`src/hdl/mfhp_pkg.sv`:
```
// ----------------------------------------------------------------------------
// mfhp_pkg
// shared types, status codes and decode tables for the frame header parser
// ----------------------------------------------------------------------------
`default_nettype none

package mfhp_pkg;

  // result status codes
  localparam logic [1:0] STATUS_NONE  = 2'd0;
  localparam logic [1:0] STATUS_OTHER = 2'd1;
  localparam logic [1:0] STATUS_L3    = 2'd2;

  localparam logic [7:0] SYNC_BYTE   = 8'hFF;
  localparam logic [3:0] SYNC_NIBBLE = 4'hF;
  localparam logic [3:0] BITRATE_BAD_IDX = 4'd15;

  // one input item
  typedef struct packed {
    logic [7:0] data_byte;
    logic       last_byte;
  } in_t;

  // one result item
  typedef struct packed {
    logic [1:0]  status;
    logic [8:0]  bitrate_kbps;
    logic        bitrate_bad;
    logic [15:0] sample_rate_hz;
    logic        copyright_flag;
    logic        original_flag;
    logic [31:0] header_word;
  } out_t;

  // pending result between tracker and decoder
  typedef struct packed {
    logic        valid;
    logic        found;
    logic [31:0] word;
  } cand_t;

  // mpeg-1 layer iii bitrate table, kbps
  function automatic logic [8:0] kbps_lookup(input logic [3:0] idx);
    logic [8:0] v;
    case (idx)
      4'd1:    v = 9'd32;
      4'd2:    v = 9'd40;
      4'd3:    v = 9'd48;
      4'd4:    v = 9'd56;
      4'd5:    v = 9'd64;
      4'd6:    v = 9'd80;
      4'd7:    v = 9'd96;
      4'd8:    v = 9'd112;
      4'd9:    v = 9'd128;
      4'd10:   v = 9'd160;
      4'd11:   v = 9'd192;
      4'd12:   v = 9'd224;
      4'd13:   v = 9'd256;
      4'd14:   v = 9'd320;
      default: v = 9'd0;
    endcase
    return v;
  endfunction

  // mpeg-1 sample rate table, hz
  function automatic logic [15:0] rate_lookup(input logic [1:0] idx);
    logic [15:0] v;
    case (idx)
      2'd0:    v = 16'd44100;
      2'd1:    v = 16'd48000;
      2'd2:    v = 16'd32000;
      default: v = 16'd0;
    endcase
    return v;
  endfunction

endpackage

`default_nettype wire

```
`src/hdl/mfhp_track.sv`:
```
// ----------------------------------------------------------------------------
// mfhp_track
// sync search and header capture state, one byte per accepted item
// ----------------------------------------------------------------------------
`default_nettype none

module mfhp_track (
  input  wire logic          clk,
  input  wire logic          rst_n,
  input  wire logic          acc,
  input  wire mfhp_pkg::in_t item,
  output mfhp_pkg::cand_t    cand
);

  typedef enum logic [1:0] {
    PH_SEARCH  = 2'd0,
    PH_CAPTURE = 2'd1,
    PH_DONE    = 2'd2
  } phase_t;

  phase_t      phase_r, phase_nxt;
  logic [7:0]  prev_r, prev_nxt;
  logic        prev_valid_r, prev_valid_nxt;
  logic [1:0]  count_r, count_nxt;
  logic [31:0] shift_r, shift_nxt;

  always_comb begin
    logic [7:0] b;
    b = item.data_byte;
    phase_nxt      = phase_r;
    prev_nxt       = prev_r;
    prev_valid_nxt = prev_valid_r;
    count_nxt      = count_r;
    shift_nxt      = shift_r;
    cand           = '0;

    case (phase_r)
      PH_SEARCH: begin
        if (prev_valid_r && prev_r == mfhp_pkg::SYNC_BYTE &&
            b[7:4] == mfhp_pkg::SYNC_NIBBLE) begin
          shift_nxt = {16'd0, mfhp_pkg::SYNC_BYTE, b};
          count_nxt = 2'd2;
          phase_nxt = PH_CAPTURE;
        end
        prev_nxt       = b;
        prev_valid_nxt = 1'b1;
      end
      PH_CAPTURE: begin
        shift_nxt = {shift_r[23:0], b};
        if (count_r == 2'd3) begin
          cand.valid = 1'b1;
          cand.found = 1'b1;
          cand.word  = {shift_r[23:0], b};
          phase_nxt  = PH_DONE;
          count_nxt  = 2'd0;
        end else begin
          count_nxt = count_r + 2'd1;
        end
      end
      default: ;
    endcase

    if (item.last_byte) begin
      // stream ended without a complete header
      if (!cand.valid && (phase_nxt == PH_SEARCH || phase_nxt == PH_CAPTURE)) begin
        cand.valid = 1'b1;
      end
      phase_nxt      = PH_SEARCH;
      prev_nxt       = 8'd0;
      prev_valid_nxt = 1'b0;
      count_nxt      = 2'd0;
      shift_nxt      = 32'd0;
    end
  end

  always_ff @(posedge clk) begin
    if (!rst_n) begin
      phase_r      <= PH_SEARCH;
      prev_r       <= 8'd0;
      prev_valid_r <= 1'b0;
      count_r      <= 2'd0;
      shift_r      <= 32'd0;
    end else if (acc) begin
      phase_r      <= phase_nxt;
      prev_r       <= prev_nxt;
      prev_valid_r <= prev_valid_nxt;
      count_r      <= count_nxt;
      shift_r      <= shift_nxt;
    end
  end

endmodule

`default_nettype wire

```
`src/hdl/mfhp_decode.sv`:
```
// ----------------------------------------------------------------------------
// mfhp_decode
// field decode of a captured header into one result item
// ----------------------------------------------------------------------------
`default_nettype none

module mfhp_decode (
  input  wire mfhp_pkg::cand_t cand,
  output mfhp_pkg::out_t       res
);

  logic       is_l3;
  logic [3:0] bidx;

  assign bidx  = cand.word[15:12];
  assign is_l3 = cand.word[19] && cand.word[18:17] == 2'b01;

  always_comb begin
    res = '0;
    if (cand.found) begin
      res.header_word = cand.word;
      if (is_l3) begin
        res.status         = mfhp_pkg::STATUS_L3;
        res.bitrate_kbps   = mfhp_pkg::kbps_lookup(bidx);
        res.bitrate_bad    = (bidx == mfhp_pkg::BITRATE_BAD_IDX);
        res.sample_rate_hz = mfhp_pkg::rate_lookup(cand.word[11:10]);
        res.copyright_flag = cand.word[3];
        res.original_flag  = cand.word[2];
      end else begin
        res.status = mfhp_pkg::STATUS_OTHER;
      end
    end else begin
      res.status = mfhp_pkg::STATUS_NONE;
    end
  end

endmodule

`default_nettype wire

```
`src/hdl/mp3_frame_header_parser.sv`:
```
// ----------------------------------------------------------------------------
// mp3_frame_header_parser
// finds the first mpeg frame sync in a byte stream and reports its header
// ----------------------------------------------------------------------------
//
//  channel | ports                        | dir | payload
//  --------+------------------------------+-----+------------------------------
//  input   | in_valid, in_stall, in_data  | in  | one file byte + last marker
//  result  | out_valid, out_stall,out_data| out | status, rates, flags, header
//
//  one byte is taken every cycle while in_stall is low; a result moves
//  through tracker state -> candidate register -> output register
//  a two-entry output buffer (output register plus skid) lets input keep
//  flowing while a finished result waits; in_stall rises only when the
//  candidate register and both output entries are full
//  rst_n is synchronous and clears all control state
//
`default_nettype none

module mp3_frame_header_parser (
  input  wire logic           clk,
  input  wire logic           rst_n,
  input  wire logic           in_valid,
  output logic                in_stall,
  input  wire mfhp_pkg::in_t  in_data,
  output logic                out_valid,
  input  wire logic           out_stall,
  output mfhp_pkg::out_t      out_data
);

  logic            in_acc;
  mfhp_pkg::cand_t cand;
  mfhp_pkg::cand_t s1_r;          // candidate register, valid bit inside
  mfhp_pkg::out_t  dec;
  mfhp_pkg::out_t  out_data_r;
  logic            out_valid_r;
  mfhp_pkg::out_t  skid_data_r;
  logic            skid_valid_r;
  logic            s1_move;
  logic            out_free;

  // candidate moves on whenever the skid entry is empty
  assign s1_move  = s1_r.valid && !skid_valid_r;
  assign in_stall = s1_r.valid && skid_valid_r;
  assign in_acc   = in_valid && !in_stall;
  assign out_free = !out_valid_r || !out_stall;

  // sync search and header capture
  mfhp_track u_track (
    .clk   (clk),
    .rst_n (rst_n),
    .acc   (in_acc),
    .item  (in_data),
    .cand  (cand)
  );

  // table decode of the registered candidate
  mfhp_decode u_decode (
    .cand (s1_r),
    .res  (dec)
  );

  // candidate register, only the valid bit is reset
  always_ff @(posedge clk) begin
    if (!rst_n) begin
      s1_r.valid <= 1'b0;
    end else if (in_acc) begin
      s1_r.valid <= cand.valid;
      s1_r.found <= cand.found;
      s1_r.word  <= cand.word;
    end else if (s1_move) begin
      s1_r.valid <= 1'b0;
    end
  end

  // output register with skid entry
  always_ff @(posedge clk) begin
    if (!rst_n) begin
      out_valid_r  <= 1'b0;
      skid_valid_r <= 1'b0;
    end else if (out_free) begin
      out_valid_r  <= skid_valid_r || s1_move;
      skid_valid_r <= 1'b0;
    end else if (s1_move) begin
      skid_valid_r <= 1'b1;
    end
  end

  always_ff @(posedge clk) begin
    if (out_free) begin
      out_data_r <= skid_valid_r ? skid_data_r : dec;
    end else if (s1_move) begin
      skid_data_r <= dec;
    end
  end

  assign out_valid = out_valid_r;
  assign out_data  = out_data_r;

endmodule

`default_nettype wire
```
`config.mk`:
```
export PLATFORM = sky130hd
export DESIGN_NAME = mp3_frame_header_parser
export DESIGN_NICKNAME = d
export VERILOG_FILES = /design/src/hdl/mfhp_pkg.sv /design/src/hdl/mfhp_track.sv /design/src/hdl/mfhp_decode.sv /design/src/hdl/mp3_frame_header_parser.sv
export SDC_FILE = /design/constraint.sdc
export NUM_CORES = 1
export LEC_CHECK = 0
export BUFFER_PORTS_ARGS = -buffer_cell sky130_fd_sc_hd__buf_2
export CAP_MARGIN = 20
export CORE_UTILIZATION = 58
export DETAILED_ROUTE_END_ITERATION = 6
export GPL_TIMING_DRIVEN = 0
export PLACE_DENSITY = 0.79
export SLEW_MARGIN = 25
export SYNTH_ARGS = -nofsm -noshare
export SYNTH_HDL_FRONTEND = slang
export SYNTH_SLANG_ARGS = --single-unit
```
`constraint.sdc`:
```
create_clock -name clk -period 7.85 [get_ports clk]
set_input_delay 0.785 -clock clk [delete_from_list [all_inputs] [get_ports clk]]
set_output_delay 0.785 -clock clk [all_outputs]
set_load 0.01 [all_outputs]
```
==> flow_metrics.tcl <==
set metrics [dict create \
    status "complete, no violations" \
    die_y_um 114 \
    drive_gt1_share_pct 30.9 \
    cts-root-to-sink-buffers 2 \
    ctsHoldBuffers 0 \
    area_share_of_the_largest_cell_type_after_synthesis_pct 54.8 \
    finalMaxSlewViolations 0 \
    yosys_reg_bits 179 \
    placement.io_buffers 68 \
    tritoncts_buffers 17 \
    netlist_area_um2 7280 \
    synth_edf_count 133 \
    initial_core_util_pct 60.1 \
    initial_antenna_violation_count 0 \
    p_leak_nw 3.52 \
    worstHoldPathType "reg2reg" \
    dp_hpwl_um 8750 \
    yosysUniqueCellTypes 51 \
    proportion_of_synthesized_chip_area_in_sequential_cells_pct 67.5 \
    netlist.top_cell.by_area "sky130_fd_sc_hd__edfxtp_1" \
    achievable-frequency_ghz 0.372 \
    worst-setup-path-type "reg2reg" \
    use_met1_pct 27.3 \
    grt-busiest-layer "met2" \
    cts_max_level 4 \
    grt_first_pass_wirelength_um 20700 \
    insertedDiodeCount 0 \
    setup_viol 0 \
    tritoncts_clock_tree "built" \
    final_period_minus_worst_setup_slack_ns 2.69 \
    cts_resized 0 \
    worst-slew-pin-transition_ns 0.714 \
    route.antenna.remaining_nets 0 \
    setup_repair_after_global_routing_missed_its_margin "no" \
    grt_max_degree 54 \
    drt_first_iter_violations 289 \
    place_congestion 0.847 \
    first_global_vias 4147 \
    crit_fanout 34 \
    drcViolationCount 0 \
    track_usage_pct 21.3 \
    post_cts_setup_buffer_count 0 \
    worst_clk_skew_ns 0.00612 \
    critPathRequiredTime_ns 8.16 \
    area_used_by_multi_input_combinational_logic_um2 2130 \
    synth_warnings 0 \
    final_net_count 635 \
    dieArea_um2 13000 \
    numClockSinks 179 \
    postSynth.topFlopCell "sky130_fd_sc_hd__edfxtp_1" \
    gate_count_post_synth 512 \
    maximum_vdd_ir_drop_v 0.000130 \
    power.density_nw_per_um2 228 \
    route.detailed.wl_per_inst_um 16.3 \
    netlist_top_cells_area "sky130_fd_sc_hd__edfxtp_1, sky130_fd_sc_hd__dfxtp_1, sky130_fd_sc_hd__mux2_2, sky130_fd_sc_hd__and2_1, sky130_fd_sc_hd__ha_1" \
    insertion_delay_ns 0.42 \
    worstSetupStartpointType "flop" \
    postSynth.asyncResetShare_pct 0 \
    grtUsageMet2_pct 35.8 \
    cts-root-buf "sky130_fd_sc_hd__clkbuf_16" \
    final.period_utilization_pct 34.3 \
    post-place-cells 761 \
    routed-via-count 4195 \
    grtUsageMet3_pct 4.24 \
    ioPinCount 77 \
    detail_route.vias_per_cell 5.29 \
    layoutNonFillerInstCount 793 \
    worst_setup_hold_path_clk_slew_ns 0.06 \
    grt_remaining_overflow 0 \
    seqCellArea_um2 4910 \
    critical_path.endpoint_type "flop" \
    area_inside_the_core_boundary_um2 12100 \
    ff2ff_setup_slack_ns 5.16 \
    final.setup.tns_ns 0 \
    hold_viol 0 \
    detail_route.first_pass.iterations 4 \
    row_count 40 \
    area_delta_synth_final_pct 17.0 \
    n_fill_cell 848 \
    drt_wl_total_um 12900 \
    die_x_um 114 \
    postSynthAreaPerCell_um2 14.2 \
    max_cap_viol_count 0 \
    timing.critical_path.arrival_ns 3.01 \
    timing.max_slew.rel_slack_pct 52.4 \
]
## critical path: stages (launching register included)
cell and delay, ns:
sky130_fd_sc_hd__dfxtp_1 0.39, sky130_fd_sc_hd__nand2_2 0.17, sky130_fd_sc_hd__nand3_2 0.25, sky130_fd_sc_hd__inv_2 0.61
sky130_fd_sc_hd__a21boi_0 0.33, sky130_fd_sc_hd__ha_1 0.37, sky130_fd_sc_hd__and2_1 0.16, sky130_fd_sc_hd__o32ai_1 0.30
## final timing paths
kind	startpoint	to	cells past startpoint
worst max register to register	skid_valid_r	flop	7
worst min register to register	u_track.shift_r[20]	u_track.shift_r[20]	2
worst max-delay path	skid_valid_r	flop	7
worst min-delay path	u_track.shift_r[20]	u_track.shift_r[20]	2
## layout by cell type (no fill, tap or decap), drive strengths merged, types with 5 or more instances in the layout
cell      n
ha       10
clkbuf   33
a22oi     8
nand2    31
nand3    14
o221a     9
buf      98
nor2b    11
clkinv    9
inv      13
dfxtp    46
edfxtp  133
and2     76
mux2i     5
nand4b    8
conb      8
nor2      9
o21ai    22
mux2     48
## cells by family (layout without fill, tap and decap cells)
group / after synthesis / after routing / synth area share [%]
DFF: 179 / 179 / 67.5
and+or+nand+nor: 165 / 165 / 13.2
AOI/OAI and AO/OA: 53 / 53 / 5.36
muxes: 53 / 53 / 8.33
buffers and inverters: 51 / 157 / 3.83
adders and majority gates: 10 / 10 / 1.72
other: 1 / 8 / 0.0515
## synth_stat cells, types with 3 or more instances
| master | instances |
|---|---|
| sky130_fd_sc_hd__ha_1 | 10 |
| sky130_fd_sc_hd__inv_1 | 13 |
| sky130_fd_sc_hd__clkbuf_1 | 14 |
| sky130_fd_sc_hd__buf_6 | 5 |
| sky130_fd_sc_hd__nand2_1 | 30 |
| sky130_fd_sc_hd__edfxtp_1 | 133 |
| sky130_fd_sc_hd__nand4b_1 | 8 |
| sky130_fd_sc_hd__a22oi_1 | 8 |
| sky130_fd_sc_hd__o21a_1 | 3 |
| sky130_fd_sc_hd__nand3_1 | 13 |
| sky130_fd_sc_hd__o21ai_0 | 19 |
| sky130_fd_sc_hd__mux2_2 | 48 |
| sky130_fd_sc_hd__dfxtp_1 | 46 |
| sky130_fd_sc_hd__o221a_2 | 7 |
| sky130_fd_sc_hd__buf_2 | 4 |
| sky130_fd_sc_hd__mux2i_1 | 3 |
| sky130_fd_sc_hd__buf_4 | 12 |
| sky130_fd_sc_hd__nor2b_1 | 11 |
| sky130_fd_sc_hd__and2_1 | 74 |
| sky130_fd_sc_hd__nor2_1 | 9 |
| sky130_fd_sc_hd__buf_1 | 3 |
## registers in the layout (all words and copies together) (netlist names), named ones only
signal	count
skid_valid_r	1
u_track.prev_valid_r	1
out_data	50
out_valid	1
skid_data_r	50
s1_r	34
u_track.phase_r	2
u_track.shift_r	24
u_track.prev_r	8
u_track.count_r	2
## metrics by stage
step	cell area, µm²	setup slack [ns]	util [%]	power (mW)	hold slack (ns)
after floorplan	7310	1.55	-	1.08	0.431
after global placement	7860	-0.438	64.9	1.10	0.448
after detailed placement	7920	4.82	65.4	1.10	0.451
after CTS	8520	5.12	70.4	1.95	0.461
after global routing	8520	4.98	70.4	1.99	0.483
final	8520	5.16	70.4	1.94	0.458
## cell type report
type | count | share of cell area [%]
sequential | 179 | 57.7
multi-input combinational | 289 | 25.0
clock buffer | 19 | 5.08
timing repair buffer | 74 | 4.57
buffer | 38 | 2.70
tap | 168 | 2.47
clock inverter | 13 | 1.95
inverter | 13 | 0.573
## metal layers
layer	share of wire, %	wire length, µm	up-vias
met1	44	5700	2044
met3	4.3	553	16
met4	1.5	192	0
met5	0	0	-
li1	-	-	2033
met2	50	6470	102
## where the power goes
part	switching, mW	internal, mW
clock network	0.330	0.527
registers	0.00621	1.02
logic	0.0334	0.0221
total	0.370	1.57
No activity file was read; power rests on OpenSTA's default activity.
